--- src/sv/rppt_pkg.sv ---
// shared types, constants and coefficient table for the rgb pixel point transform
`timescale 1ns / 1ps
package rppt_pkg;

	localparam int unsigned SUM_BITS   = 18;
	localparam int unsigned OUT_BITS   = 17;
	localparam int unsigned QUOT_BITS  = 34;
	localparam int unsigned DOT_BITS   = 27;
	localparam int unsigned PROD_BITS  = 49;
	localparam int unsigned RECIP_SHIFT = 31;
	localparam logic [24:0] RECIP_MULT = 25'd17179869;
	localparam logic [6:0]  RECIP_DIV  = 7'd125;

	localparam logic [2:0] MODE_BITMAP    = 3'd0;
	localparam logic [2:0] MODE_GRAYSCALE = 3'd1;
	localparam logic [2:0] MODE_ISOLATE   = 3'd2;
	localparam logic [2:0] MODE_REMOVE    = 3'd3;
	localparam logic [2:0] MODE_SEPIA     = 3'd4;

	localparam logic [1:0] CFG_MODE           = 2'd0;
	localparam logic [1:0] CFG_INPUT_MAX      = 2'd1;
	localparam logic [1:0] CFG_GRAY_MAX       = 2'd2;
	localparam logic [1:0] CFG_CHANNEL_SELECT = 2'd3;

	localparam logic [1:0] CH_RED   = 2'd0;
	localparam logic [1:0] CH_GREEN = 2'd1;
	localparam logic [1:0] CH_BLUE  = 2'd2;

	typedef enum logic [2:0] {
		OP_NONE    = 3'd0,
		OP_BITMAP  = 3'd1,
		OP_GRAY    = 3'd2,
		OP_ISOLATE = 3'd3,
		OP_REMOVE  = 3'd4,
		OP_SEPIA   = 3'd5
	} op_t;

	typedef struct packed {
		logic [2:0]  mode;
		logic [15:0] input_max;
		logic [15:0] gray_max;
		logic [1:0]  channel_select;
	} cfg_t;

	typedef struct packed {
		logic [15:0]         red;
		logic [15:0]         green;
		logic [15:0]         blue;
		logic [SUM_BITS-1:0] sum;
		logic                first_pixel;
		op_t                 op;
	} job_t;

	typedef struct packed {
		logic [OUT_BITS-1:0] out_red;
		logic [OUT_BITS-1:0] out_green;
		logic [OUT_BITS-1:0] out_blue;
		logic                bit_value;
		logic [15:0]         gray_value;
		logic [OUT_BITS-1:0] image_max;
	} result_t;

	// sepia matrix in thousandths, row = output channel, term = input channel
	function automatic logic [9:0] sepia_coef(input logic [1:0] ch, input logic [1:0] term);
		logic [9:0] k;
		case ({ch, term})
			{CH_RED, CH_RED}:     k = 10'd393;
			{CH_RED, CH_GREEN}:   k = 10'd769;
			{CH_RED, CH_BLUE}:    k = 10'd189;
			{CH_GREEN, CH_RED}:   k = 10'd349;
			{CH_GREEN, CH_GREEN}: k = 10'd686;
			{CH_GREEN, CH_BLUE}:  k = 10'd168;
			{CH_BLUE, CH_RED}:    k = 10'd272;
			{CH_BLUE, CH_GREEN}:  k = 10'd534;
			{CH_BLUE, CH_BLUE}:   k = 10'd131;
			default:              k = 10'd0;
		endcase
		return k;
	endfunction

endpackage

--- src/sv/rppt_front.sv ---
// front stage: takes pixels, masks samples, forms the channel sum and classifies the mode
`timescale 1ns / 1ps
module rppt_front import rppt_pkg::*; #(
	parameter int unsigned SAMPLE_BITS = 16
) (
	input  logic        clk,
	input  logic        arst_n,
	input  cfg_t        cfg,
	input  logic        pix_valid,
	output logic        pix_stall,
	input  logic [15:0] red,
	input  logic [15:0] green,
	input  logic [15:0] blue,
	input  logic        first_pixel,
	output logic        push,
	output job_t        push_job,
	input  logic        queue_full
);

	localparam logic [15:0] SAMPLE_MASK = 16'((17'd1 << SAMPLE_BITS) - 17'd1);

	logic        valid_s1;
	job_t        job_s1;
	logic        accept;
	logic [15:0] r_m, g_m, b_m;
	op_t         op;

	assign r_m = red & SAMPLE_MASK;
	assign g_m = green & SAMPLE_MASK;
	assign b_m = blue & SAMPLE_MASK;

	always_comb begin
		case (cfg.mode)
			MODE_BITMAP:    op = OP_BITMAP;
			MODE_GRAYSCALE: op = OP_GRAY;
			MODE_ISOLATE:   op = OP_ISOLATE;
			MODE_REMOVE:    op = OP_REMOVE;
			MODE_SEPIA:     op = OP_SEPIA;
			default:        op = OP_NONE;
		endcase
	end

	assign push      = valid_s1 && !queue_full;
	assign pix_stall = valid_s1 && queue_full;
	assign accept    = pix_valid && !pix_stall;
	assign push_job  = job_s1;

	always_ff @(posedge clk or negedge arst_n) begin
		if (!arst_n) begin
			valid_s1 <= 1'b0;
		end else if (accept) begin
			valid_s1 <= 1'b1;
		end else if (push) begin
			valid_s1 <= 1'b0;
		end
	end

	always_ff @(posedge clk) begin
		if (accept) begin
			job_s1.red         <= r_m;
			job_s1.green       <= g_m;
			job_s1.blue        <= b_m;
			job_s1.sum         <= SUM_BITS'(r_m) + SUM_BITS'(g_m) + SUM_BITS'(b_m);
			job_s1.first_pixel <= first_pixel;
			job_s1.op          <= op;
		end
	end

endmodule

--- config.mk ---
export PLATFORM = sky130hd
export DESIGN_NAME = rppt_front
export DESIGN_NICKNAME = d
export VERILOG_FILES = /design/src/sv/rppt_pkg.sv /design/src/sv/rppt_front.sv
export SDC_FILE = /design/constraint.sdc
export NUM_CORES = 1
export LEC_CHECK = 0
export ABC_CLOCK_PERIOD_IN_PS = 4590
export BUFFER_PORTS_ARGS = -buffer_cell sky130_fd_sc_hd__buf_2
export CORE_MARGIN = 2
export CORE_UTILIZATION = 31
export DETAILED_ROUTE_END_ITERATION = 8
export HOLD_SLACK_MARGIN = 0.03
export SLEW_MARGIN = 20
export SYNTH_ARGS = -nofsm -noshare
export SYNTH_HDL_FRONTEND = slang
export SYNTH_SLANG_ARGS = --single-unit
--- constraint.sdc ---
create_clock -name clk -period 4.59 [get_ports clk]
set_input_delay 0.918 -clock clk [delete_from_list [all_inputs] [get_ports clk]]
set_output_delay 0.918 -clock clk [all_outputs]
set_load 0.02 [all_outputs]
* Word-level counts from Yosys, hierarchy flattened *
Cells that the tools add are included.

word-level totals
  register bits after elaboration = 71
  word-level logic and storage cells = 23
  output and inout port bits = 72
  input port bits = 90

cells by class
  add/subtract/negate cells = 2
  eq/ne operators = 4
  muxes and demuxes = 3
  reduce and logical (&&, ||, !) cells = 7

operators by type and width
  operator              number
  $add A17 B16 Y18      1
  $add A16 B16 Y17      1
  $pmux W3 S5           1
  $eq A3 B2 Y1 const B  2
  $eq A3 B1 Y1 const B  1
  $eq A3 B3 Y1 const B  1
  $logic_and A1 B1 Y1   3
  $logic_not A3 Y1      1
  $logic_not A1 Y1      2
  $mux W1               2
  $reduce_bool A2 Y1    1

* Depth between registers and ports, before layout *
  depth in word-level cells = 4
  depth in mapped cells = 10
  depth with buffers taken out = 10

* Least setup slack after synthesis *
No wires, ideal clock.

  path type = input to register
  from = input queue_full
  to = register job_s1, in the netlist push_job[0], enable pin
  setup time = 505 ps
  stages on the path = 2
  buffers on the path = 0
  data arrival time = 4251 ps
  required time = 4085 ps
  slack = -166 ps
  cells stage by stage = and2_1 -> nor2b_1

on the way
  word-level cells in the longest chain between the ends = 3

RTL lines
  element              RTL line          RTL
  start: declaration   rppt_front.sv:17  input logic queue_full
  $logic_and A1 B1 Y1  rppt_front.sv:44  assign pix_stall = valid_s1 && queue_full;
  $logic_not A1 Y1     rppt_front.sv:45  assign accept = pix_valid && !pix_stall;
  $logic_and A1 B1 Y1  rppt_front.sv:45
  net accept           rppt_front.sv:24  logic accept;
  end: declaration     rppt_front.sv:23  job_t job_s1;

The timed path passes the listed nets, and every way through them passes these cells.
A chain may end at the register's enable or synchronous reset.

* Final worst setup path *
  from = input red[1]
  to = register job_s1, in the netlist push_job[21], data pin

on the way
  word-level cells in the longest chain between the ends = 2

RTL lines
  element             RTL line          RTL
  start: declaration  rppt_front.sv:11  input logic [15:0] red,
  $add A16 B16 Y17    rppt_front.sv:63  job_s1.sum <= SUM_BITS'(r_m) + SUM_BITS'(g_m) + SUM_BITS'(b_m);
  $add A17 B16 Y18    rppt_front.sv:63

No other way between the ends.

==> results by group <==
Pwr
  – Maximum VDD drop: approximately 120 µV
  – Lkg Pwr: 1.82 nW
  – PwrDens: 399 mW/mm²

Critical path
  – Critical Path RT: 4.68 ns
  – Worst r2r src: valid_s1$_DFFE_PN0P_
  – Crit path DAT: 3.21 ns
  – Reg2reg end: push_job[13]$_DFFE_PP_
  – Crit path top cell by count: fa_1
  – Worst path max stage delay: 0.48 ns
  – CP Max Fanout: 4
  – Reg-to-reg slack, setup: 3.03 ns
  – Worst Setup End Kind: register
  – Startpoint types: input port
  – R2R cell count: 3
  – Setup CP Type: in -> reg
  – Critical-path cell list: buf_2, fa_1, ha_1, fa_1, a21o_1, a221oi_4, nand2_2, a21oi_2, o22ai_1
  – Slowest-stage cell, CP: fa_1

Final layout
  – Fillers: 960
  – Post-Layout Cell Count: 480
  – Antenna fix cells: 0
  – Layout net count: around 460
  – Multi-input logic area: 0.00114 mm²
  – FF+latch area: 0.00213 mm²
  – Share of cells above drive strength 1: 45.6%
  – Commonest non-fill, non-tap cells in the layout: buf_2, edfxtp_1, fa_1
  – Most common cell after layout, fill and taps aside: buf_2
  – Layout area overhead: 30.0%

Global routing
  – Gr usage total: 11.4%
  – First-pass GRT wire length: 9830 µm
  – Vias in the first global route: 2135
  – GR Overflow Total: 0
  – Initial antenna violation count: 0
  – Pin count of the biggest net entering global routing: 46

Routing
  – Post-route DRC: 0
  – Drt first pass iters: 4
  – Per-cell routed wire length: roughly 14 µm
  – Iter 0 DRT Violations: 121
  – Vias: 2140
  – DR vias/cell: 4.46
  – Post-Route WL: approximately 6500 µm
  – Number of routed nets with antenna violations: 0

Clock tree
  – Hold buffers post-CTS: 0
  – Clock buffer depth: 2
  – CTS root buffer: clkbuf_8
  – H-tree depth: 3
  – Cts repair resizes: 0
  – Worst-Skew Late Latency: 0.35 ns
  – # Post-CTS Setup Buffers: 0
  – Clock sink count: 71
  – CTS Buf Count: 9
  – CTS tree: built
  – CTS clock-pin slew for the worst setup and hold paths: 0.07 ns

Yosys
  – Syn nets: 323
  – Syn Inst Count: approximately 200
  – Yosys cell types: 41
  – Post-synthesis sequential area ratio: 64.5%
  – Ys Warns: 0
  – Yosys reg bits: 71
  – Synth Area per Inst: 16.4 µm²
  – Mapped cell area: roughly 0.0033 mm²

Timing
  – RSZ-0062 raised after global routing: false
  – Relative slew slack: 62.9%
  – Final Slew Violations: 0
  – Fin Clk Skew: 0.00699 ns
  – Worst-Margin Slew: 0.557 ns
  – Final period utilization: 68.1%
  – Fmax achieved: 320 MHz
  – Setup TNS: 0 ns
  – Final Hold Vio Count: 0
  – Final Critical Period: 3.12 ns
  – Final Setup Violations: 0

Worst hold path
  – HP Class: in -> async

Floorplanning
  – Die height: approximately 110 µm
  – Starting Density: 31.9%
  – Core area: 0.0103 mm²
  – Top Ports: 162
  – # rows: 37
  – Die Footprint: about 0.011 mm²
  – Die W: 107 µm

Place
  – Dpl hpwl: ~5000 µm
  – Port Buffers: 127
  – Placed instance count: between 400 and 500
  – Routability congestion estimate: 0.823

Outcome
  – Outcome: finished clean

Run
  – Total of max-cap violations: 0
==> where the power goes <==
group          switching, mW  total (mW)  internal [mW]
Clock                  0.242       0.438          0.196
Combinational          0.280       0.466          0.186
Sequential            0.0124       0.808          0.795
Total                  0.535        1.71           1.18
==> cell families (layout without fill, tap and decap cells) <==
logic type | after synthesis | count (layout) | share of synthesized area [%]
flops | 71 | 71 | 64.5
compound gates | 42 | 42 | 9.33
fa+ha+maj | 32 | 32 | 16.0
simple gates | 31 | 31 | 5.16
xor+xnor | 14 | 14 | 3.72
buf+inv | 11 | 154 | 1.29
==> synthesized netlist by cell type <==
master / number / share of area, %
edfxtp_1: 70 / 64
fa_1: 17 / 10
ha_1: 15 / 5.7
a21oi_1: 13 / 2.0
inv_1: 9 / 1.0
nand2_1: 8 / 0.91
xnor2_1: 8 / 2.1
a21o_1: 6 / 1.4
xor2_1: 6 / 1.6
o21ai_0: 5 / 0.76
nor2_1: 4 / 0.46
nor2b_1: 4 / 0.76
a21oi_2: 3 / 0.80
nand4_1: 3 / 0.57
a211o_1: 2 / 0.53
and2_1: 2 / 0.38
o21a_1: 2 / 0.46
a211oi_2: 1 / 0.38
a21boi_1: 1 / 0.23
a221oi_4: 1 / 0.80
a311oi_2: 1 / 0.46
a31oi_1: 1 / 0.19
and2b_1: 1 / 0.23
and3_1: 1 / 0.19
and3_2: 1 / 0.23
and3_4: 1 / 0.34
buf_2: 1 / 0.15
clkbuf_1: 1 / 0.11
dfrtp_1: 1 / 0.76
nand2_2: 1 / 0.19
nand2b_1: 1 / 0.19
nand3_1: 1 / 0.15
nand3b_1: 1 / 0.23
nor3_1: 1 / 0.15
o2111ai_1: 1 / 0.27
o211a_1: 1 / 0.30
o211ai_1: 1 / 0.23
o21ai_1: 1 / 0.15
o21ai_2: 1 / 0.27
o22ai_1: 1 / 0.19
or2_2: 1 / 0.19
==> critical path: cells and delay by family <==
kind | cells | cell delay (ns)
AOI/OAI and AO/OA | 4 | 0.91
adders and majority gates | 3 | 1.16
buffers and inverters | 1 | 0.12
and+or+nand+nor | 1 | 0.10
==> area by class of cell <==
class	count	share of cell area, %
flip-flops and latches	71	49.6
clock buffers	9	2.89
clock inverters	7	1.11
multi-input cells	119	26.5
inverters	9	0.788
repair buffers	129	15.2
well taps	136	3.97
==> state kept, by name, summed over array words and instances (netlist names) <==
signal,count
push_job,70
valid_s1,1
==> through the flow <==
step                power, mW  setup slack [ns]  util [%]  hold slack, ns  cell area, µm²
floorplan                1.15              1.17         -           0.622            3300
global placement         1.29              1.10      39.9           0.664            4120
detailed placement       1.30              1.12      39.9           0.680            4120
CTS                      1.74              1.47      41.5           0.317            4290
global route             1.82              1.39      41.5           0.309            4290
finish                   1.71              1.47      41.5           0.335            4290
==> worst max path at each step <==
stage | cells after the start | slack (ns) | start | to
after detailed placement | 9 | 1.12 | red[1] | push_job[21]$_DFFE_PP_
final | 9 | 1.47 | red[1] | push_job[21]$_DFFE_PP_
after CTS | 9 | 1.47 | red[1] | push_job[21]$_DFFE_PP_
after floorplan | 2 | 1.17 | queue_full | push_job[0]$_DFFE_PP_
after global placement | 9 | 1.10 | red[1] | push_job[21]$_DFFE_PP_
after global routing | 9 | 1.39 | red[1] | push_job[21]$_DFFE_PP_
==> metal layers <==
metal	track usage, %	part of all wire (%)	vias to the layer above
met2	18.5	50	76
met5	0	0	-
met4	4.73	1.5	0
met3	3.77	7.6	9
met1	13.9	41	1029
li1	-	-	1026
Power figures use the tool's default switching activity.
