### config.mk
export PLATFORM = sky130hd
export DESIGN_NAME = rppt_queue
export DESIGN_NICKNAME = d
export VERILOG_FILES = /design/src/sv/rppt_pkg.sv /design/src/sv/rppt_queue.sv
export SDC_FILE = /design/constraint.sdc
export NUM_CORES = 1
export LEC_CHECK = 0
export ABC_CLOCK_PERIOD_IN_PS = 5500
export BUFFER_PORTS_ARGS = -buffer_cell sky130_fd_sc_hd__clkbuf_2
export CAP_MARGIN = 40
export CORE_MARGIN = 2
export CORE_UTILIZATION = 52
export DETAILED_ROUTE_END_ITERATION = 10
export GPL_ROUTABILITY_DRIVEN = 0
export PLACE_DENSITY = 0.79
export SLEW_MARGIN = 15
export SYNTH_ARGS = -nofsm -noshare
export SYNTH_HDL_FRONTEND = slang
export SYNTH_SLANG_ARGS = --single-unit
### constraint.sdc
create_clock -name clk -period 5.5 [get_ports clk]
set_input_delay 0 -clock clk [delete_from_list [all_inputs] [get_ports clk]]
set_output_delay 0 -clock clk [all_outputs]
set_load 0.01 [all_outputs]
### src/sv/rppt_pkg.sv
// shared types, constants and coefficient table for the rgb pixel point transform
`timescale 1ns / 1ps
package rppt_pkg;

	localparam int unsigned SUM_BITS   = 18;
	localparam int unsigned OUT_BITS   = 17;
	localparam int unsigned QUOT_BITS  = 34;
	localparam int unsigned DOT_BITS   = 27;
	localparam int unsigned PROD_BITS  = 49;
	localparam int unsigned RECIP_SHIFT = 31;
	localparam logic [24:0] RECIP_MULT = 25'd17179869;
	localparam logic [6:0]  RECIP_DIV  = 7'd125;

	localparam logic [2:0] MODE_BITMAP    = 3'd0;
	localparam logic [2:0] MODE_GRAYSCALE = 3'd1;
	localparam logic [2:0] MODE_ISOLATE   = 3'd2;
	localparam logic [2:0] MODE_REMOVE    = 3'd3;
	localparam logic [2:0] MODE_SEPIA     = 3'd4;

	localparam logic [1:0] CFG_MODE           = 2'd0;
	localparam logic [1:0] CFG_INPUT_MAX      = 2'd1;
	localparam logic [1:0] CFG_GRAY_MAX       = 2'd2;
	localparam logic [1:0] CFG_CHANNEL_SELECT = 2'd3;

	localparam logic [1:0] CH_RED   = 2'd0;
	localparam logic [1:0] CH_GREEN = 2'd1;
	localparam logic [1:0] CH_BLUE  = 2'd2;

	typedef enum logic [2:0] {
		OP_NONE    = 3'd0,
		OP_BITMAP  = 3'd1,
		OP_GRAY    = 3'd2,
		OP_ISOLATE = 3'd3,
		OP_REMOVE  = 3'd4,
		OP_SEPIA   = 3'd5
	} op_t;

	typedef struct packed {
		logic [2:0]  mode;
		logic [15:0] input_max;
		logic [15:0] gray_max;
		logic [1:0]  channel_select;
	} cfg_t;

	typedef struct packed {
		logic [15:0]         red;
		logic [15:0]         green;
		logic [15:0]         blue;
		logic [SUM_BITS-1:0] sum;
		logic                first_pixel;
		op_t                 op;
	} job_t;

	typedef struct packed {
		logic [OUT_BITS-1:0] out_red;
		logic [OUT_BITS-1:0] out_green;
		logic [OUT_BITS-1:0] out_blue;
		logic                bit_value;
		logic [15:0]         gray_value;
		logic [OUT_BITS-1:0] image_max;
	} result_t;

	// sepia matrix in thousandths, row = output channel, term = input channel
	function automatic logic [9:0] sepia_coef(input logic [1:0] ch, input logic [1:0] term);
		logic [9:0] k;
		case ({ch, term})
			{CH_RED, CH_RED}:     k = 10'd393;
			{CH_RED, CH_GREEN}:   k = 10'd769;
			{CH_RED, CH_BLUE}:    k = 10'd189;
			{CH_GREEN, CH_RED}:   k = 10'd349;
			{CH_GREEN, CH_GREEN}: k = 10'd686;
			{CH_GREEN, CH_BLUE}:  k = 10'd168;
			{CH_BLUE, CH_RED}:    k = 10'd272;
			{CH_BLUE, CH_GREEN}:  k = 10'd534;
			{CH_BLUE, CH_BLUE}:   k = 10'd131;
			default:              k = 10'd0;
		endcase
		return k;
	endfunction

endpackage

### src/sv/rppt_queue.sv
// two-entry job queue between front and back
`timescale 1ns / 1ps
module rppt_queue import rppt_pkg::*; (
	input  logic clk,
	input  logic arst_n,
	input  logic push,
	input  job_t push_job,
	output logic full,
	input  logic pop,
	output job_t pop_job,
	output logic empty
);

	job_t       slot_q [2];
	logic       wr_ptr_q;
	logic       rd_ptr_q;
	logic [1:0] count_q;

	assign full    = (count_q == 2'd2);
	assign empty   = (count_q == 2'd0);
	assign pop_job = slot_q[rd_ptr_q];

	always_ff @(posedge clk or negedge arst_n) begin
		if (!arst_n) begin
			wr_ptr_q <= 1'b0;
			rd_ptr_q <= 1'b0;
			count_q  <= 2'd0;
		end else begin
			if (push) begin
				wr_ptr_q <= !wr_ptr_q;
			end
			if (pop) begin
				rd_ptr_q <= !rd_ptr_q;
			end
			if (push && !pop) begin
				count_q <= count_q + 2'd1;
			end else if (pop && !push) begin
				count_q <= count_q - 2'd1;
			end
		end
	end

	always_ff @(posedge clk) begin
		if (push) begin
			slot_q[wr_ptr_q] <= push_job;
		end
	end

endmodule

### Yosys cells after proc, flatten, opt, wreduce, memory -nomap -nowiden

Memory sizes are Yosys's and may differ from the RTL's.
Index checks and enable logic that the tools add are counted.

| storage, ports and cells | value |
|---|---|
| register bits | 4 |
| latch bits | 0 |
| memory bits (writable) | 140 |
| memory bits (read-only) | 0 |
| input port bits | 74 |
| output and inout port bits | 72 |
| logic and storage cells | 19 |
| memories | 1 |

| cells by class | value |
|---|---|
| add/subtract/negate cells | 2 |
| $mul | 0 |
| divide/modulo/power cells | 0 |
| order comparisons | 0 |
| equal/unequal tests | 1 |
| shift-type cells | 0 |
| mux-type cells | 4 |
| bitwise gates (word level) | 0 |
| reduce and logical (&&, ||, !) cells | 8 |

Memories:

| name | depth | width | read ports | clocked after Yosys merged registers in | wr ports | RTL line | text |
|---|---|---|---|---|---|---|---|
| slot_q | 2 | 70 | 1 | 0 | 1 | rppt_queue.sv:14 | `job_t slot_q [2];` |

Operator list:

| cell | count |
|---|---|
| zero test 1 bit | 4 |
| 2-to-1 mux 2 bit | 2 |
| adder 2 x 1 -> 2 bit, second input constant | 1 |
| == test 2 bit, second input constant | 1 |
| logical AND 1 bit | 2 |
| zero test 2 bit | 1 |
| 2-to-1 mux 1 bit | 2 |
| nonzero test 2 bit | 1 |
| subtractor 2 x 1 -> 2 bit, second input constant | 1 |

### Depth between registers and ports, before layout

| depth | value |
|---|---|
| word-level depth | 4 |
| gate-level depth with buffers | 5 |
| mapped depth without buffers | 5 |

### Least setup slack after synthesis

OpenSTA, ideal clock, no wires.

| timing path | value |
|---|---|
| path type | register to register |
| from | reg wr_ptr_q |
| to | mem slot_q[0][0] in the netlist's numbering, enable pin |
| setup time | 0.507 ns |
| data arrival time | 3.511 ns |
| required time | 4.993 ns |
| path slack | 1.482 ns |
| cell stages (with the launch flop) | 2 |
| buffers on the path | 0 |
| clock period less this slack | 4.018 ns |
| path through | dfrtp_1 nor2b_1 |

RTL lines:

| item | RTL line | text |
|---|---|---|
| from (decl) | rppt_queue.sv:15 | `logic wr_ptr_q;` |
| from (signal assigned) | rppt_queue.sv:30 | `wr_ptr_q <= !wr_ptr_q;` |
| to (decl) | rppt_queue.sv:14 |  |

No word-level cell before the write port.

==> tab_implementation.tex <==
\begin{tabular}{lr}
\hline
Metric & Value \\
\hline
\multicolumn{2}{l}{\textbf{Clock network}} \\
\quad Deepest clock path buffer count & 2 \\
\quad Clock-pin transition on the worst setup and hold timing paths & $\sim$0.06 ns \\
\quad Post-CTS Setup Repair Bufs & 0 \\
\quad Clock tree from TritonCTS & yes \\
\quad Clock Sinks & between 100 and 150 \\
\quad TritonCTS buffer count & 17 \\
\quad Root cell of the clock tree & sky130\_fd\_sc\_hd\_\_clkbuf\_8 \\
\quad Number of gates resized after cts & 0 \\
\quad Insertion delay to the later sink of the worst-skew pair & $\sim$0.5 ns \\
\quad Hold buffers post-CTS & 74 \\
\quad H-tree levels & 4 \\
\multicolumn{2}{l}{\textbf{Outcome}} \\
\quad Result of the run & finished, final reports clean \\
\multicolumn{2}{l}{\textbf{Setup path}} \\
\quad Crit path arrival time & between 2 and 2.5 ns \\
\quad Worst-path maximum fanout & 39 \\
\quad Required @ worst endpoint & roughly 5.5 ns \\
\quad Launching element type of the critical path & flip-flop \\
\quad Crit-path cells & buf\_4, buf\_16, mux2\_2, clkbuf\_2 \\
\quad Worst path buffer plus inverter count & 3 \\
\quad Worst stage delay on the critical path & $\sim$0.71 ns \\
\quad Cell with the biggest individual delay on the critical path & sky130\_fd\_sc\_hd\_\_dfrtp\_4 \\
\quad Setup Crit Path Kind & reg2out \\
\quad Critical Path Sink Type & primary output \\
\quad Family with the most delay on the worst path & buffers and inverters \\
\multicolumn{2}{l}{\textbf{Timing}} \\
\quad Final Hold Slack & approximately 0.22 ns \\
\quad Final hold viol count & 0 \\
\quad Clock Skews & 0.00617 ns \\
\quad RSZ-0062 raised after global routing & no \\
\quad Final total negative setup slack & 0 ns \\
\quad Worst relative slew slack & 70.1\% \\
\quad Crit path time final & about 2.4 ns \\
\quad Actual transition at the worst max-transition pin & approximately 0.45 ns \\
\quad Post-route fraction of the period consumed by the critical path & approximately 43\% \\
\quad Finish-stage setup viols & 0 \\
\quad Fmax & approximately 0.42 GHz \\
\quad Max-slew violations & 0 \\
\multicolumn{2}{l}{\textbf{GRT}} \\
\quad Maximum number of pins on one net before global-route repair & 49 \\
\quad Total global routing track utilization & roughly 18\% \\
\quad Total congestion overflow after global routing & 0 \\
\quad Wire length of the first global-routing pass & 14800 µm \\
\quad Number of global-route vias before repair & around 3000 \\
\quad Initial antenna violation count & 0 \\
\multicolumn{2}{l}{\textbf{Floorplan}} \\
\quad Area of the core region & between 10000 and 15000 µm² \\
\quad Boundary pin count & between 100 and 150 \\
\quad Height of the die & between 100 and 150 µm \\
\quad Full die area & between 10000 and 15000 µm² \\
\quad Starting density of the core & 53.9\% \\
\quad Number of core rows & 37 \\
\quad Die boundary width & between 100 and 150 µm \\
\multicolumn{2}{l}{\textbf{Power and ir drop}} \\
\quad VDD IR max & approximately 0.28 mV \\
\quad Static Leak & 3.22 nW \\
\quad Power density relative to cell area & a little under 500 nW/µm² \\
\quad Power consumption & 0.00379 W \\
\multicolumn{2}{l}{\textbf{Synth}} \\
\quad Cell types occupying the most area after synthesis & sky130\_fd\_sc\_hd\_\_edfxtp\_1, sky130\_fd\_sc\_hd\_\_mux2\_4, sky130\_fd\_sc\_hd\_\_buf\_12 \\
\quad Syn Nets & 309 \\
\quad Fraction of registers with async set/reset & 2.78\% \\
\quad Top-count cell post-synth & sky130\_fd\_sc\_hd\_\_edfxtp\_1 \\
\quad Portion of the post-synthesis area used by sequential elements & between 70 and 80\% \\
\quad Netlist area before placement & around 5600 µm² \\
\quad Count of flip-flops with a built-in enable after synthesis & 140 \\
\quad Seq cells post-synth & 144 \\
\quad Yosys warnings & 0 \\
\quad Distinct cells, synth & 13 \\
\quad Predominant post-synthesis flop cell & sky130\_fd\_sc\_hd\_\_edfxtp\_1 \\
\quad Instance count of the mapped netlist & 234 \\
\quad Per-instance average area after synthesis & around 24 µm² \\
\quad Proportion of netlist area held by the largest area contributor & about three quarters \\
\quad Top cells by count, synth & sky130\_fd\_sc\_hd\_\_edfxtp\_1, sky130\_fd\_sc\_hd\_\_mux2\_4, sky130\_fd\_sc\_hd\_\_buf\_12, sky130\_fd\_sc\_hd\_\_dfrtp\_1, sky130\_fd\_sc\_hd\_\_xor2\_1 \\
\quad Cell type contributing the most total cell area after synthesis & sky130\_fd\_sc\_hd\_\_edfxtp\_1 \\
\multicolumn{2}{l}{\textbf{Hold path}} \\
\quad Min-delay worst type & in2reg \\
\multicolumn{2}{l}{\textbf{Placement}} \\
\quad Detailed-placement wirelength estimate & between 6000 and 7000 µm \\
\quad Count of buffers inserted at the top-level ports & around 150 \\
\quad Number of placed cells counting well taps & $\sim$500 \\
\multicolumn{2}{l}{\textbf{Finish}} \\
\quad Layout-stage area growth over the synthesis result & 38.9\% \\
\quad Filler instances & between 600 and 700 \\
\quad Number of nets in the final layout & between 500 and 600 \\
\quad Register Area & between 4000 and 5000 µm² \\
\quad Fraction of final layout cells sized beyond drive strength 1 & 52.7\% \\
\quad Area of combinational cells with multiple inputs & $\sim$1100 µm² \\
\quad Filler-free cell count of the finished design & roughly 620 \\
\multicolumn{2}{l}{\textbf{Routing}} \\
\quad Pre-antenna DRT Iters & 4 \\
\quad Via density per instance & about 4.7 \\
\quad Total via count in the routed design & around 2900 \\
\quad \# DRC & 0 \\
\quad Average wire per standard cell & 16.2 µm \\
\quad Post-detailed-route count of antenna-violating nets & 0 \\
\quad Detailed Route Iter0 Violations & 139 \\
\quad Final routed wirelength across all metal layers & 10000 µm \\
\multicolumn{2}{l}{\textbf{Job}} \\
\quad Max capacitance violation total & 0 \\
\hline
\end{tabular}
[worst paths after layout]
path	startpoint	to	slack [ns]	cells after the start
min in group asynchronous	arst_n	count_q[0]$_DFFE_PN0P_	0.41	3
worst max register to register	wr_ptr_q$_DFFE_PN0P_	slot_q[0][35]$_DFFE_PP_	3.96	3
worst min-delay path	push_job[37]	slot_q[0][37]$_DFFE_PP_	0.22	2
worst min register to register	count_q[1]$_DFFE_PN0P_	count_q[1]$_DFFE_PN0P_	0.50	1
max in group asynchronous	arst_n	rd_ptr_q$_DFFE_PN0P_	4.90	3
worst max-delay path	rd_ptr_q$_DFFE_PN0P_	pop_job[61]	3.11	4
[flip-flops by register name, summed over array words and instances, names as in the netlist]
signal / count
slot_q: 140
rd_ptr_q: 1
wr_ptr_q: 1
count_q: 2
[final cells by class]
| type | instances | area share, % |
|---|---|---|
| Antenna cell | 1 | 0.0322 |
| Timing Repair Buffer | 224 | 20.2 |
| Multi-Input combinational cell | 81 | 14.7 |
| Tap cell | 136 | 2.19 |
| Clock buffer | 17 | 5.34 |
| Sequential cell | 144 | 55.5 |
| Inverter | 1 | 0.0484 |
| Clock inverter | 15 | 2.05 |
[cells by family (layout without fill, tap and decap cells)]
kind of cell | after synthesis | in the layout | share of synthesized area (%)
xor gates and xnor gates | 5 | 5 | 0.783
adders and majority gates | 1 | 1 | 0.224
buffers and inverters | 9 | 257 | 2.78
DFF | 144 | 144 | 77.0
muxes | 70 | 70 | 18.7
other | 0 | 1 | 0
and+or+nand+nor | 5 | 5 | 0.470
[metrics by stage]
stage,area [µm²],utilization (%),setup WS (ns)
floorplan,5590,-,1.48
global placement,6360,61.4,3.44
detailed placement,6420,61.9,3.43
CTS,7730,74.6,2.88
global route,7760,74.8,3.01
finish,7760,74.8,3.11
[layer usage]
| layer | track usage (%) | share of wire, % | up-vias |
|---|---|---|---|
| met5 | 0 | 0 | - |
| met4 | 7.42 | 1.6 | 0 |
| met3 | 5.63 | 4.6 | 14 |
| met2 | 30.0 | 54 | 101 |
| met1 | 20.6 | 40 | 1421 |
| li1 | - | - | 1397 |
[layout by cell type, fill, tap and decap left out]
cell,synthesis,layout
sky130_fd_sc_hd__bufinv_16,0,2
sky130_fd_sc_hd__xnor2_1,1,1
sky130_fd_sc_hd__buf_4,0,2
sky130_fd_sc_hd__edfxtp_1,140,140
sky130_fd_sc_hd__clkbuf_2,0,145
sky130_fd_sc_hd__nor2b_1,2,1
sky130_fd_sc_hd__clkinv_2,0,2
sky130_fd_sc_hd__inv_1,1,1
sky130_fd_sc_hd__clkbuf_8,0,1
sky130_fd_sc_hd__and2_4,0,1
sky130_fd_sc_hd__mux2_2,1,1
sky130_fd_sc_hd__mux2_4,69,69
sky130_fd_sc_hd__nor2b_4,0,1
sky130_fd_sc_hd__buf_16,0,3
sky130_fd_sc_hd__clkbuf_16,0,16
sky130_fd_sc_hd__clkinv_4,0,5
sky130_fd_sc_hd__nor2_1,2,2
sky130_fd_sc_hd__xor2_1,4,4
sky130_fd_sc_hd__dfrtp_1,4,3
sky130_fd_sc_hd__ha_1,1,1
sky130_fd_sc_hd__dlygate4sd3_1,0,74
sky130_fd_sc_hd__inv_6,0,3
sky130_fd_sc_hd__clkinv_1,0,1
sky130_fd_sc_hd__dfrtp_4,0,1
sky130_fd_sc_hd__clkinvlp_4,0,2
sky130_fd_sc_hd__diode_2,0,1
[power breakdown]
| group | total, W | leakage [nW] | internal (W) | switching [W] |
|---|---|---|---|---|
| Clock | 0.00108 | 0.276 | 0.000649 | 0.000435 |
| Combinational | 0.00114 | 1.58 | 0.000625 | 0.000518 |
| Sequential | 0.00157 | 1.36 | 0.00146 | 0.000108 |
Note: power is estimated with default switching activity, not from simulation.
