==> config.mk <==
export PLATFORM = sky130hd
export DESIGN_NAME = rppt_back
export DESIGN_NICKNAME = d
export VERILOG_FILES = /design/src/sv/rppt_pkg.sv /design/src/sv/rppt_back.sv
export SDC_FILE = /design/constraint.sdc
export NUM_CORES = 2
export LEC_CHECK = 0
export BUFFER_PORTS_ARGS = -buffer_cell sky130_fd_sc_hd__clkbuf_2
export CAP_MARGIN = 20
export CORE_UTILIZATION = 65
export CTS_CLUSTER_DIAMETER = 30
export DETAILED_ROUTE_END_ITERATION = 16
export GPL_TIMING_DRIVEN = 0
export HOLD_SLACK_MARGIN = 0.02
export MAX_ROUTING_LAYER = met4
export PLACE_DENSITY_LB_ADDON = 0.15
export SLEW_MARGIN = 40
export SYNTH_ARGS = -nofsm -noshare
export SYNTH_HDL_FRONTEND = slang
export SYNTH_SLANG_ARGS = --single-unit
==> constraint.sdc <==
create_clock -name clk -period 14.5 [get_ports clk]
set_input_delay 1.45 -clock clk [delete_from_list [all_inputs] [get_ports clk]]
set_output_delay 1.45 -clock clk [all_outputs]
set_load 0.01 [all_outputs]
==> src/sv/rppt_pkg.sv <==
// shared types, constants and coefficient table for the rgb pixel point transform
`timescale 1ns / 1ps
package rppt_pkg;

	localparam int unsigned SUM_BITS   = 18;
	localparam int unsigned OUT_BITS   = 17;
	localparam int unsigned QUOT_BITS  = 34;
	localparam int unsigned DOT_BITS   = 27;
	localparam int unsigned PROD_BITS  = 49;
	localparam int unsigned RECIP_SHIFT = 31;
	localparam logic [24:0] RECIP_MULT = 25'd17179869;
	localparam logic [6:0]  RECIP_DIV  = 7'd125;

	localparam logic [2:0] MODE_BITMAP    = 3'd0;
	localparam logic [2:0] MODE_GRAYSCALE = 3'd1;
	localparam logic [2:0] MODE_ISOLATE   = 3'd2;
	localparam logic [2:0] MODE_REMOVE    = 3'd3;
	localparam logic [2:0] MODE_SEPIA     = 3'd4;

	localparam logic [1:0] CFG_MODE           = 2'd0;
	localparam logic [1:0] CFG_INPUT_MAX      = 2'd1;
	localparam logic [1:0] CFG_GRAY_MAX       = 2'd2;
	localparam logic [1:0] CFG_CHANNEL_SELECT = 2'd3;

	localparam logic [1:0] CH_RED   = 2'd0;
	localparam logic [1:0] CH_GREEN = 2'd1;
	localparam logic [1:0] CH_BLUE  = 2'd2;

	typedef enum logic [2:0] {
		OP_NONE    = 3'd0,
		OP_BITMAP  = 3'd1,
		OP_GRAY    = 3'd2,
		OP_ISOLATE = 3'd3,
		OP_REMOVE  = 3'd4,
		OP_SEPIA   = 3'd5
	} op_t;

	typedef struct packed {
		logic [2:0]  mode;
		logic [15:0] input_max;
		logic [15:0] gray_max;
		logic [1:0]  channel_select;
	} cfg_t;

	typedef struct packed {
		logic [15:0]         red;
		logic [15:0]         green;
		logic [15:0]         blue;
		logic [SUM_BITS-1:0] sum;
		logic                first_pixel;
		op_t                 op;
	} job_t;

	typedef struct packed {
		logic [OUT_BITS-1:0] out_red;
		logic [OUT_BITS-1:0] out_green;
		logic [OUT_BITS-1:0] out_blue;
		logic                bit_value;
		logic [15:0]         gray_value;
		logic [OUT_BITS-1:0] image_max;
	} result_t;

	// sepia matrix in thousandths, row = output channel, term = input channel
	function automatic logic [9:0] sepia_coef(input logic [1:0] ch, input logic [1:0] term);
		logic [9:0] k;
		case ({ch, term})
			{CH_RED, CH_RED}:     k = 10'd393;
			{CH_RED, CH_GREEN}:   k = 10'd769;
			{CH_RED, CH_BLUE}:    k = 10'd189;
			{CH_GREEN, CH_RED}:   k = 10'd349;
			{CH_GREEN, CH_GREEN}: k = 10'd686;
			{CH_GREEN, CH_BLUE}:  k = 10'd168;
			{CH_BLUE, CH_RED}:    k = 10'd272;
			{CH_BLUE, CH_GREEN}:  k = 10'd534;
			{CH_BLUE, CH_BLUE}:   k = 10'd131;
			default:              k = 10'd0;
		endcase
		return k;
	endfunction

endpackage

==> src/sv/rppt_back.sv <==
// back engine: sequencer for sepia, grayscale divide and the simple modes, with output register
`timescale 1ns / 1ps
module rppt_back import rppt_pkg::*; (
	input  logic    clk,
	input  logic    arst_n,
	input  cfg_t    cfg,
	input  logic    queue_empty,
	input  job_t    pop_job,
	output logic    pop,
	output logic    res_valid,
	input  logic    res_stall,
	output result_t res
);

	typedef enum logic [6:0] {
		ST_IDLE  = 7'b0000001,
		ST_DOT   = 7'b0000010,
		ST_RECIP = 7'b0000100,
		ST_FIX   = 7'b0001000,
		ST_GMUL  = 7'b0010000,
		ST_GDIV  = 7'b0100000,
		ST_DONE  = 7'b1000000
	} state_t;

	localparam logic [5:0] DIV_STEPS = 6'(QUOT_BITS);

	state_t               state_q;
	job_t                 job_q;
	logic [1:0]           ch_q;
	logic [1:0]           term_q;
	logic [DOT_BITS-1:0]  acc_q;
	logic [PROD_BITS-1:0] prod_q;
	logic [OUT_BITS-1:0]  sep_r_q, sep_g_q, sep_b_q;
	logic [OUT_BITS-1:0]  run_max_q;
	logic [QUOT_BITS-1:0] num_q;
	logic [17:0]          den_q;
	logic [17:0]          rem_q;
	logic [5:0]           cnt_q;
	logic                 res_valid_q;
	result_t              res_q;

	logic [15:0]          term_px;
	logic [25:0]          term_prod;
	logic [17:0]          q_est;
	logic [24:0]          q_rem;
	logic [OUT_BITS-1:0]  q_fix;
	logic [18:0]          rem_shift;
	logic                 rem_ge;
	logic [15:0]          imax_nz;
	logic                 load;
	result_t              res_next;
	logic [15:0]          gray_sat;

	assign pop = (state_q == ST_IDLE) && !queue_empty;
	assign load = (state_q == ST_DONE) && (!res_valid_q || !res_stall);

	always_comb begin
		case (term_q)
			CH_RED:   term_px = job_q.red;
			CH_GREEN: term_px = job_q.green;
			default:  term_px = job_q.blue;
		endcase
	end
	assign term_prod = sepia_coef(ch_q, term_q) * term_px;

	// reciprocal estimate is at most one low
	assign q_est = prod_q[RECIP_SHIFT +: 18];
	assign q_rem = {1'b0, acc_q[DOT_BITS-1:3]} - (25'(q_est) * 25'(RECIP_DIV));
	assign q_fix = (q_rem >= 25'(RECIP_DIV)) ? OUT_BITS'(q_est + 18'd1) : OUT_BITS'(q_est);

	assign rem_shift = {rem_q, num_q[QUOT_BITS-1]};
	assign rem_ge    = rem_shift >= {1'b0, den_q};
	assign imax_nz   = (cfg.input_max == 16'd0) ? 16'd1 : cfg.input_max;

	always_ff @(posedge clk or negedge arst_n) begin
		if (!arst_n) begin
			state_q   <= ST_IDLE;
			run_max_q <= '0;
			ch_q      <= CH_RED;
			term_q    <= CH_RED;
			cnt_q     <= '0;
		end else begin
			case (state_q)
				ST_IDLE: begin
					if (!queue_empty) begin
						if (pop_job.first_pixel) begin
							run_max_q <= '0;
						end
						ch_q   <= CH_RED;
						term_q <= CH_RED;
						case (pop_job.op)
							OP_SEPIA: state_q <= ST_DOT;
							OP_GRAY:  state_q <= ST_GMUL;
							default:  state_q <= ST_DONE;
						endcase
					end
				end
				ST_DOT: begin
					if (term_q == CH_BLUE) begin
						term_q  <= CH_RED;
						state_q <= ST_RECIP;
					end else begin
						term_q <= term_q + 2'd1;
					end
				end
				ST_RECIP: begin
					state_q <= ST_FIX;
				end
				ST_FIX: begin
					if (q_fix > run_max_q) begin
						run_max_q <= q_fix;
					end
					if (ch_q == CH_BLUE) begin
						state_q <= ST_DONE;
					end else begin
						ch_q    <= ch_q + 2'd1;
						state_q <= ST_DOT;
					end
				end
				ST_GMUL: begin
					cnt_q   <= DIV_STEPS;
					state_q <= ST_GDIV;
				end
				ST_GDIV: begin
					cnt_q <= cnt_q - 6'd1;
					if (cnt_q == 6'd1) begin
						state_q <= ST_DONE;
					end
				end
				ST_DONE: begin
					if (load) begin
						state_q <= ST_IDLE;
					end
				end
				default: begin
					state_q <= ST_IDLE;
				end
			endcase
		end
	end

	always_ff @(posedge clk) begin
		if (pop) begin
			job_q <= pop_job;
			acc_q <= '0;
		end
		case (state_q)
			ST_DOT: begin
				acc_q <= acc_q + DOT_BITS'(term_prod);
			end
			ST_RECIP: begin
				prod_q <= acc_q[DOT_BITS-1:3] * RECIP_MULT;
			end
			ST_FIX: begin
				acc_q <= '0;
				case (ch_q)
					CH_RED:   sep_r_q <= q_fix;
					CH_GREEN: sep_g_q <= q_fix;
					default:  sep_b_q <= q_fix;
				endcase
			end
			ST_GMUL: begin
				num_q <= job_q.sum * cfg.gray_max;
				den_q <= 18'(imax_nz) * 18'd3;
				rem_q <= '0;
			end
			ST_GDIV: begin
				rem_q <= rem_ge ? 18'(rem_shift - {1'b0, den_q}) : rem_shift[17:0];
				num_q <= {num_q[QUOT_BITS-2:0], rem_ge};
			end
			default: begin
			end
		endcase
	end

	assign gray_sat = (num_q > QUOT_BITS'(cfg.gray_max)) ? cfg.gray_max : num_q[15:0];

	always_comb begin
		res_next = '0;
		case (job_q.op)
			OP_BITMAP: begin
				res_next.bit_value = {job_q.sum, 1'b0} < (19'(cfg.input_max) * 19'd3);
			end
			OP_GRAY: begin
				res_next.gray_value = gray_sat;
			end
			OP_ISOLATE: begin
				res_next.out_red   = (cfg.channel_select == CH_RED)   ? OUT_BITS'(job_q.red)   : '0;
				res_next.out_green = (cfg.channel_select == CH_GREEN) ? OUT_BITS'(job_q.green) : '0;
				res_next.out_blue  = (cfg.channel_select == CH_BLUE)  ? OUT_BITS'(job_q.blue)  : '0;
			end
			OP_REMOVE: begin
				res_next.out_red   = (cfg.channel_select == CH_RED)   ? '0 : OUT_BITS'(job_q.red);
				res_next.out_green = (cfg.channel_select == CH_GREEN) ? '0 : OUT_BITS'(job_q.green);
				res_next.out_blue  = (cfg.channel_select == CH_BLUE)  ? '0 : OUT_BITS'(job_q.blue);
			end
			OP_SEPIA: begin
				res_next.out_red   = sep_r_q;
				res_next.out_green = sep_g_q;
				res_next.out_blue  = sep_b_q;
				res_next.image_max = run_max_q;
			end
			default: begin
			end
		endcase
	end

	always_ff @(posedge clk or negedge arst_n) begin
		if (!arst_n) begin
			res_valid_q <= 1'b0;
		end else if (load) begin
			res_valid_q <= 1'b1;
		end else if (!res_stall) begin
			res_valid_q <= 1'b0;
		end
	end

	always_ff @(posedge clk) begin
		if (load) begin
			res_q <= res_next;
		end
	end

	assign res_valid = res_valid_q;
	assign res       = res_q;

endmodule

Word-level counts from Yosys, hierarchy flattened
Memory sizes are Yosys's and may differ from the RTL's.
Cells that the tools add are included.
W data, S select, Z words.
{"block": "op_classes", "addsub": 7, "mul": 6, "n_lt_le_gt_ge": 5, "eq_ne": 29, "n_mux": 35, "bitwise": 1, "n_reduce_logical": 22}
{"cell": "$pmux W51 S3", "n": 1}
{"cell": "$mux W16", "n": 8}
{"cell": "$mux W17", "n": 4}
{"cell": "$pmux W34 S2", "n": 1}
{"cell": "$pmux W27 S2", "n": 1}
{"cell": "$mul A24 B25 Y49 const B", "n": 1}
{"cell": "$pmux W7 S7", "n": 1}
{"cell": "$mul A16 B2 Y18 const B", "n": 2}
{"cell": "$pmux W18 S2", "n": 1}
{"cell": "$mux W7", "n": 5}
{"cell": "$gt A34 B16 Y1", "n": 1}
{"cell": "$mul A18 B16 Y34", "n": 1}
{"cell": "$pmux W17 S2", "n": 1}
{"cell": "$pmux W16 S2", "n": 1}
{"cell": "$add A27 B26 Y27", "n": 1}
{"cell": "$mux W27", "n": 1}
{"cell": "$mul A10 B16 Y26", "n": 1}
{"cell": "$ge A25 B7 Y1 const B", "n": 1}
{"cell": "$mul A18 B7 Y25 const B", "n": 1}
{"cell": "$sub A24 B25 Y25", "n": 1}
{"cell": "$ge A19 B18 Y1", "n": 1}
{"cell": "$lt A19 B18 Y1", "n": 1}
{"cell": "$mux W18", "n": 1}
{"cell": "$sub A18 B18 Y18", "n": 1}
{"cell": "36 further kinds", "n": 66}
{"block": "word_totals", "regBits": 386, "romBits": 160, "input_bits": 111, "word_cells": 131, "n_memories": 1}
{"memory": "(no name shown)", "words": 16, "word_bits": 10, "read_ports": 1, "rd_ports_with_merged_regs": 0, "wr": 0, "line_no": "rppt_pkg.sv:66", "source": "case ({ch, term})"}

Longest topological paths before layout
{"block": "depth", "depth_word": 7, "depth_mapped": 34, "depth_no_buf": 32}

Worst setup path before layout
No wires, ideal clock.
{"block": "synth_path", "kind": "reg-to-reg", "start": "register prod_q[37]", "end": "register run_max_q[11]", "setup_time_ns": 0.066, "t_arrival_ns": 7.669, "path_slack_ns": 6.765, "path_stages_with_launch": 32, "n_path_buf": 2, "period_less_slack_ns": 7.735, "cell_sequence": "edfxtp_1 -> inv_1 -> fa_1 -> fa_1 -> fa_1 -> inv_1 -> fa_1 -> inv_1 -> ha_1 -> o21a_1 -> nor2_1 -> a211oi_1 -> a2111oi_2 -> o211ai_1 -> or4_1 -> nor4_2 -> and4_1 -> buf_6 -> nand2_1 -> o21ai_1 -> ha_1 -> nor2b_1 -> o21a_1 -> o21a_1 -> o21a_1 -> o21a_1 -> o21bai_1 -> a21oi_1 -> o2111ai_1 -> a21boi_1 -> buf_2 -> a22o_1"}
{"block": "synth_between", "elab_chain_len": 7}
{"element": "start, declared", "line_no": "rppt_back.sv:32", "source": "logic [PROD_BITS-1:0] prod_q;"}
{"element": "start signal, assigned", "line_no": "rppt_back.sv:152", "source": "prod_q <= acc_q[DOT_BITS-1:3] * RECIP_MULT;"}
{"element": "$mul A18 B7 Y25", "line_no": "rppt_back.sv:68", "source": "assign q_rem = {1'b0, acc_q[DOT_BITS-1:3]} - (25'(q_est) * 25'(RECIP_DIV));"}
{"element": "$sub A24 B25 Y25", "line_no": "rppt_back.sv:68"}
{"element": "$ge A25 B7 Y1", "line_no": "rppt_back.sv:69", "source": "assign q_fix = (q_rem >= 25'(RECIP_DIV)) ? OUT_BITS'(q_est + 18'd1) : OUT_BITS'(q_est);"}
{"element": "$mux W17", "line_no": "rppt_back.sv:69"}
{"element": "net q_fix[1]", "line_no": "rppt_back.sv:46", "source": "logic [OUT_BITS-1:0] q_fix;"}
{"element": "$gt A17 B17 Y1", "line_no": "rppt_back.sv:110", "source": "if (q_fix > run_max_q) begin"}
{"element": "$ne A2 B2 Y1 (no line)"}
{"element": "$reduce_and A4 Y1 (no line)"}
{"element": "end signal, assigned", "line_no": "rppt_back.sv:111", "source": "run_max_q <= q_fix;"}
{"element": "end, declared", "line_no": "rppt_back.sv:34", "source": "logic [OUT_BITS-1:0] run_max_q;"}
The timed path passes the listed nets, and every way through them passes these cells. The select of a mux whose other input is x is not followed.
A chain may end at the register's enable or synchronous reset.

Final worst setup path
{"block": "layout_path", "start": "register prod_q[36]", "end": "register run_max_q[5]"}
The elaborated chain is that of the path after synthesis.

==> flow_metrics.py <==
metrics = {
    "sta": {
        "timing.setup.tns_ps": 0,
        "timing.max_slew.rel_slack": 0.346,
        "report.final.slew_viol_count": 0,
        "post-route-worst-setup-slack_ps": 4920,
        "timing_worst_slew_pin_value_ps": 976,
        "layout_min_cycle_time_ps": 9580,
        "fmax_ghz": 0.104,
        "clock-skew-final_ps": 17.9,
        "worst_hold_slack_ps": 506,
        "setup_repair_after_global_routing_missed_its_margin": "no",
        "min_period_over_period": 0.660,
        "final_hold_viol_count": 0,
        "setup_viol": 0,
    },
    "yosys": {
        "syn-num-nets": 5744,
        "ys_async_sr_fraction": 0.0986,
        "netlist.area_leader.share": 0.278,
        "yosys-top-cells-area": "fa_1, edfxtp_1, ha_1",
        "post_synth.cell_area_avg_um2": 10.2,
        "synthDistinctLibCells": 95,
        "synth-edff-count": 320,
        "synth_seq_area_share": 0.234,
        "synthXorXnorAreaFrac": 0.0248,
        "synth.mux.area_fraction": 0.00565,
        "syn-cell-area_um2": 44800,
        "synthesis.instances": 4406,
        "ys_ff_latch": 355,
        "synth_warnings": 0,
        "synth-compound-area-share": 0.0934,
        "share_of_synthesized_cell_area_in_and_or_nand_and_nor_gates": 0.106,
        "synthFlopType": "edfxtp_1",
        "synthAdderAreaFrac": 0.447,
        "main_combinational_cell_family_by_area_after_synthesis": "adder cells",
        "synth_top_area_cell": "fa_1",
    },
    "min_path": {
        "worst_hold_startpoint": "cnt_q[5]",
        "number_of_stages_on_the_worst_hold_path": 1,
        "holdCritPathClass": "register to register",
    },
    "clocking": {
        "cts-root-to-sink-buffers": 3,
        "htreeDepth": 3,
        "tritoncts.num_buffers": 69,
        "cts.repair_timing.setup_buffer_count": 0,
        "cts.sink_count": 355,
        "cts.clk_slew.worst_paths_ps": 60,
        "clockRootBuffer": "clkbuf_16",
        "ctsResizeCount": 0,
        "cts.hold.buffers_added": 0,
        "cts_tree": "done",
        "insertion_delay_ps": 600,
    },
    "worst_setup_path": {
        "critical_path.max_fanout": 10,
        "ws_path_type": "register to register",
        "worst-endpoint-arrival_ps": 10100,
        "startpoint": "prod_q[36]",
        "critPathCaptureType": "register",
        "crit_path_slowest_cell": "o2111ai_1",
        "timing.critical_path.required_ps": 15020,
        "timing.critical_path.slowest_cell_delay_ps": 700,
        "r2r_start": "prod_q[36]",
        "timing.critical_path.mode_cell": "o21a_1",
        "critical_path.startpoint_type": "register",
        "reg2reg_path_depth": 31,
        "r2r_slack_ps": 4920,
    },
    "finish": {
        "fillerInstances": 4828,
        "instances_no_fill": 5605,
        "final_nets": 6013,
        "syn2layout_area_growth_pct": 10.6,
        "layout-drive-gt1-share": 0.0791,
    },
    "grt": {
        "antenna_found_initial": 0,
        "gr-usage-all-layers": 0.352,
        "grt_start_max_net_pins": 36,
        "grt_first_pass_wirelength_um": 184000,
        "globalRouteOverflowTotal": 0,
        "via_count_of_the_first_global_routing_pass": 34100,
    },
    "route": {
        "num_vias": 33000,
        "ant_nets": 0,
        "routed_wire_length_per_instance_um": 20.6,
        "detail_route.iter0.violations": 2655,
        "route.detailed.vias_per_inst": 5.88,
        "drc": 0,
        "detailed_routing_iteration_count_for_the_pre_antenna_repair_pass": 6,
        "wirelength_um": 116000,
    },
    "placement": {
        "gp_routability_congestion": 0.985,
        "post-dp-hpwl_um": 93400,
        "placedCellCount": 5475,
        "post-place-ws_ps": 5120,
        "io_buffer_count": 179,
    },
    "die": {
        "die_h_um": 264,
        "fp.coreArea_um2": 67600,
        "initial_core_util": 0.662,
        "placement_rows": 95,
        "floorplan.die.width_um": 264,
        "die_area_um2": 69900,
        "io_pins": 198,
    },
    "outcome": {
        "result_of_the_run": "finished, final reports clean",
    },
    "flow_run": {
        "max_cap_violations": 0,
    },
}
==> critical path, delay by kind of cell (launching register included) <==
kind / cells / cell delay, ps
AOI/OAI and AO/OA: 14 / 3790
adders and majority gates: 6 / 2780
and+or+nand+nor: 6 / 1410
buffers and inverters: 5 / 930
DFF: 1 / 580
==> cells by family after synthesis <==
kind of cell / count (synthesis)
muxes: 25
xor gates and xnor gates: 126
and+or+nand+nor: 1008
buffers and inverters: 1057
AOI/OAI and AO/OA: 608
adders and majority gates: 1227
DFF: 355
==> worst paths after layout <==
kind | to
setup / recovery | run_max_q[5]
hold / removal | cnt_q[5]
hold reg to reg | cnt_q[5]
setup reg to reg | run_max_q[5]
min in group asynchronous | res_valid
max in group asynchronous | run_max_q[6]
==> cells in the mapped netlist, drive strengths merged (15+ instances only) <==
master / number
a21o: 73
xnor2: 90
nand2: 390
xor2: 36
edfxtp: 320
mux2i: 23
and2: 132
nor3: 46
o21bai: 23
o21a: 26
a211oi: 15
o21ai: 99
inv: 937
fa: 621
a22o: 79
nand2b: 18
nand4: 20
clkbuf: 108
nand3: 61
ha: 606
nor2b: 24
a21oi: 166
dfrtp: 34
nor2: 229
==> layer usage <==
metal | wire, µm | global-route usage | part of all wire | up-vias
met4 | 4870 | 0.133 | 0.042 | 0
met5 | 0 | - | 0 | -
met2 | 58000 | 0.589 | 0.50 | 1373
met3 | 8720 | 0.0547 | 0.075 | 310
li1 | - | - | - | 14900
met1 | 44100 | 0.433 | 0.38 | 16400
==> cell type report <==
class,instances,area [µm²],share of cell area
clock inverters,49,584,0.0118
inverters,937,3520,0.0710
clock buffers,78,1820,0.0368
multi-input cells,2994,30400,0.613
repair buffers,198,1180,0.0239
plain buffers,120,473,0.00955
well taps,873,1090,0.0221
diodes,1,2.50,0.0000505
flip-flops and latches,355,10500,0.212
==> sequential cells by signal, summed over array words and instances (netlist names) <==
register   cells
acc_q         27
ch_q           2
cnt_q          6
den_q         18
job_q         69
num_q         34
prod_q        18
rem_q         18
res           85
res_valid      1
run_max_q     17
sep_b_q       17
sep_g_q       17
sep_r_q       17
state_q        7
term_q         2
==> stage by stage <==
step,instance area (µm²),utilization
final,49500,0.732
after floorplan,44800,-
after global placement,46800,0.691
after CTS,49500,0.731
after global routing,49500,0.732
after detailed placement,47100,0.696
==> placed cells by master (no fill, tap or decap), types with 22 or more instances in the layout <==
| cell | count |
|---|---|
| dfrtp_1 | 34 |
| clkbuf_2 | 178 |
| inv_1 | 937 |
| edfxtp_1 | 320 |
| a21oi_1 | 163 |
| a22o_1 | 79 |
| nor3_1 | 45 |
| clkbuf_16 | 72 |
| xor2_1 | 36 |
| o21ai_0 | 90 |
| fa_1 | 621 |
| clkbuf_1 | 114 |
| nand2_1 | 389 |
| nor2b_1 | 23 |
| xnor2_1 | 86 |
| o21bai_1 | 23 |
| a21o_1 | 73 |
| ha_1 | 606 |
| and2_1 | 130 |
| nor2_1 | 228 |
| nand3_1 | 61 |
| o21a_1 | 26 |
| mux2i_1 | 22 |
Power is left out: the tool's default activity adds up to more than one toggle a clock period on the data nets, which glitch-free logic cannot reach.
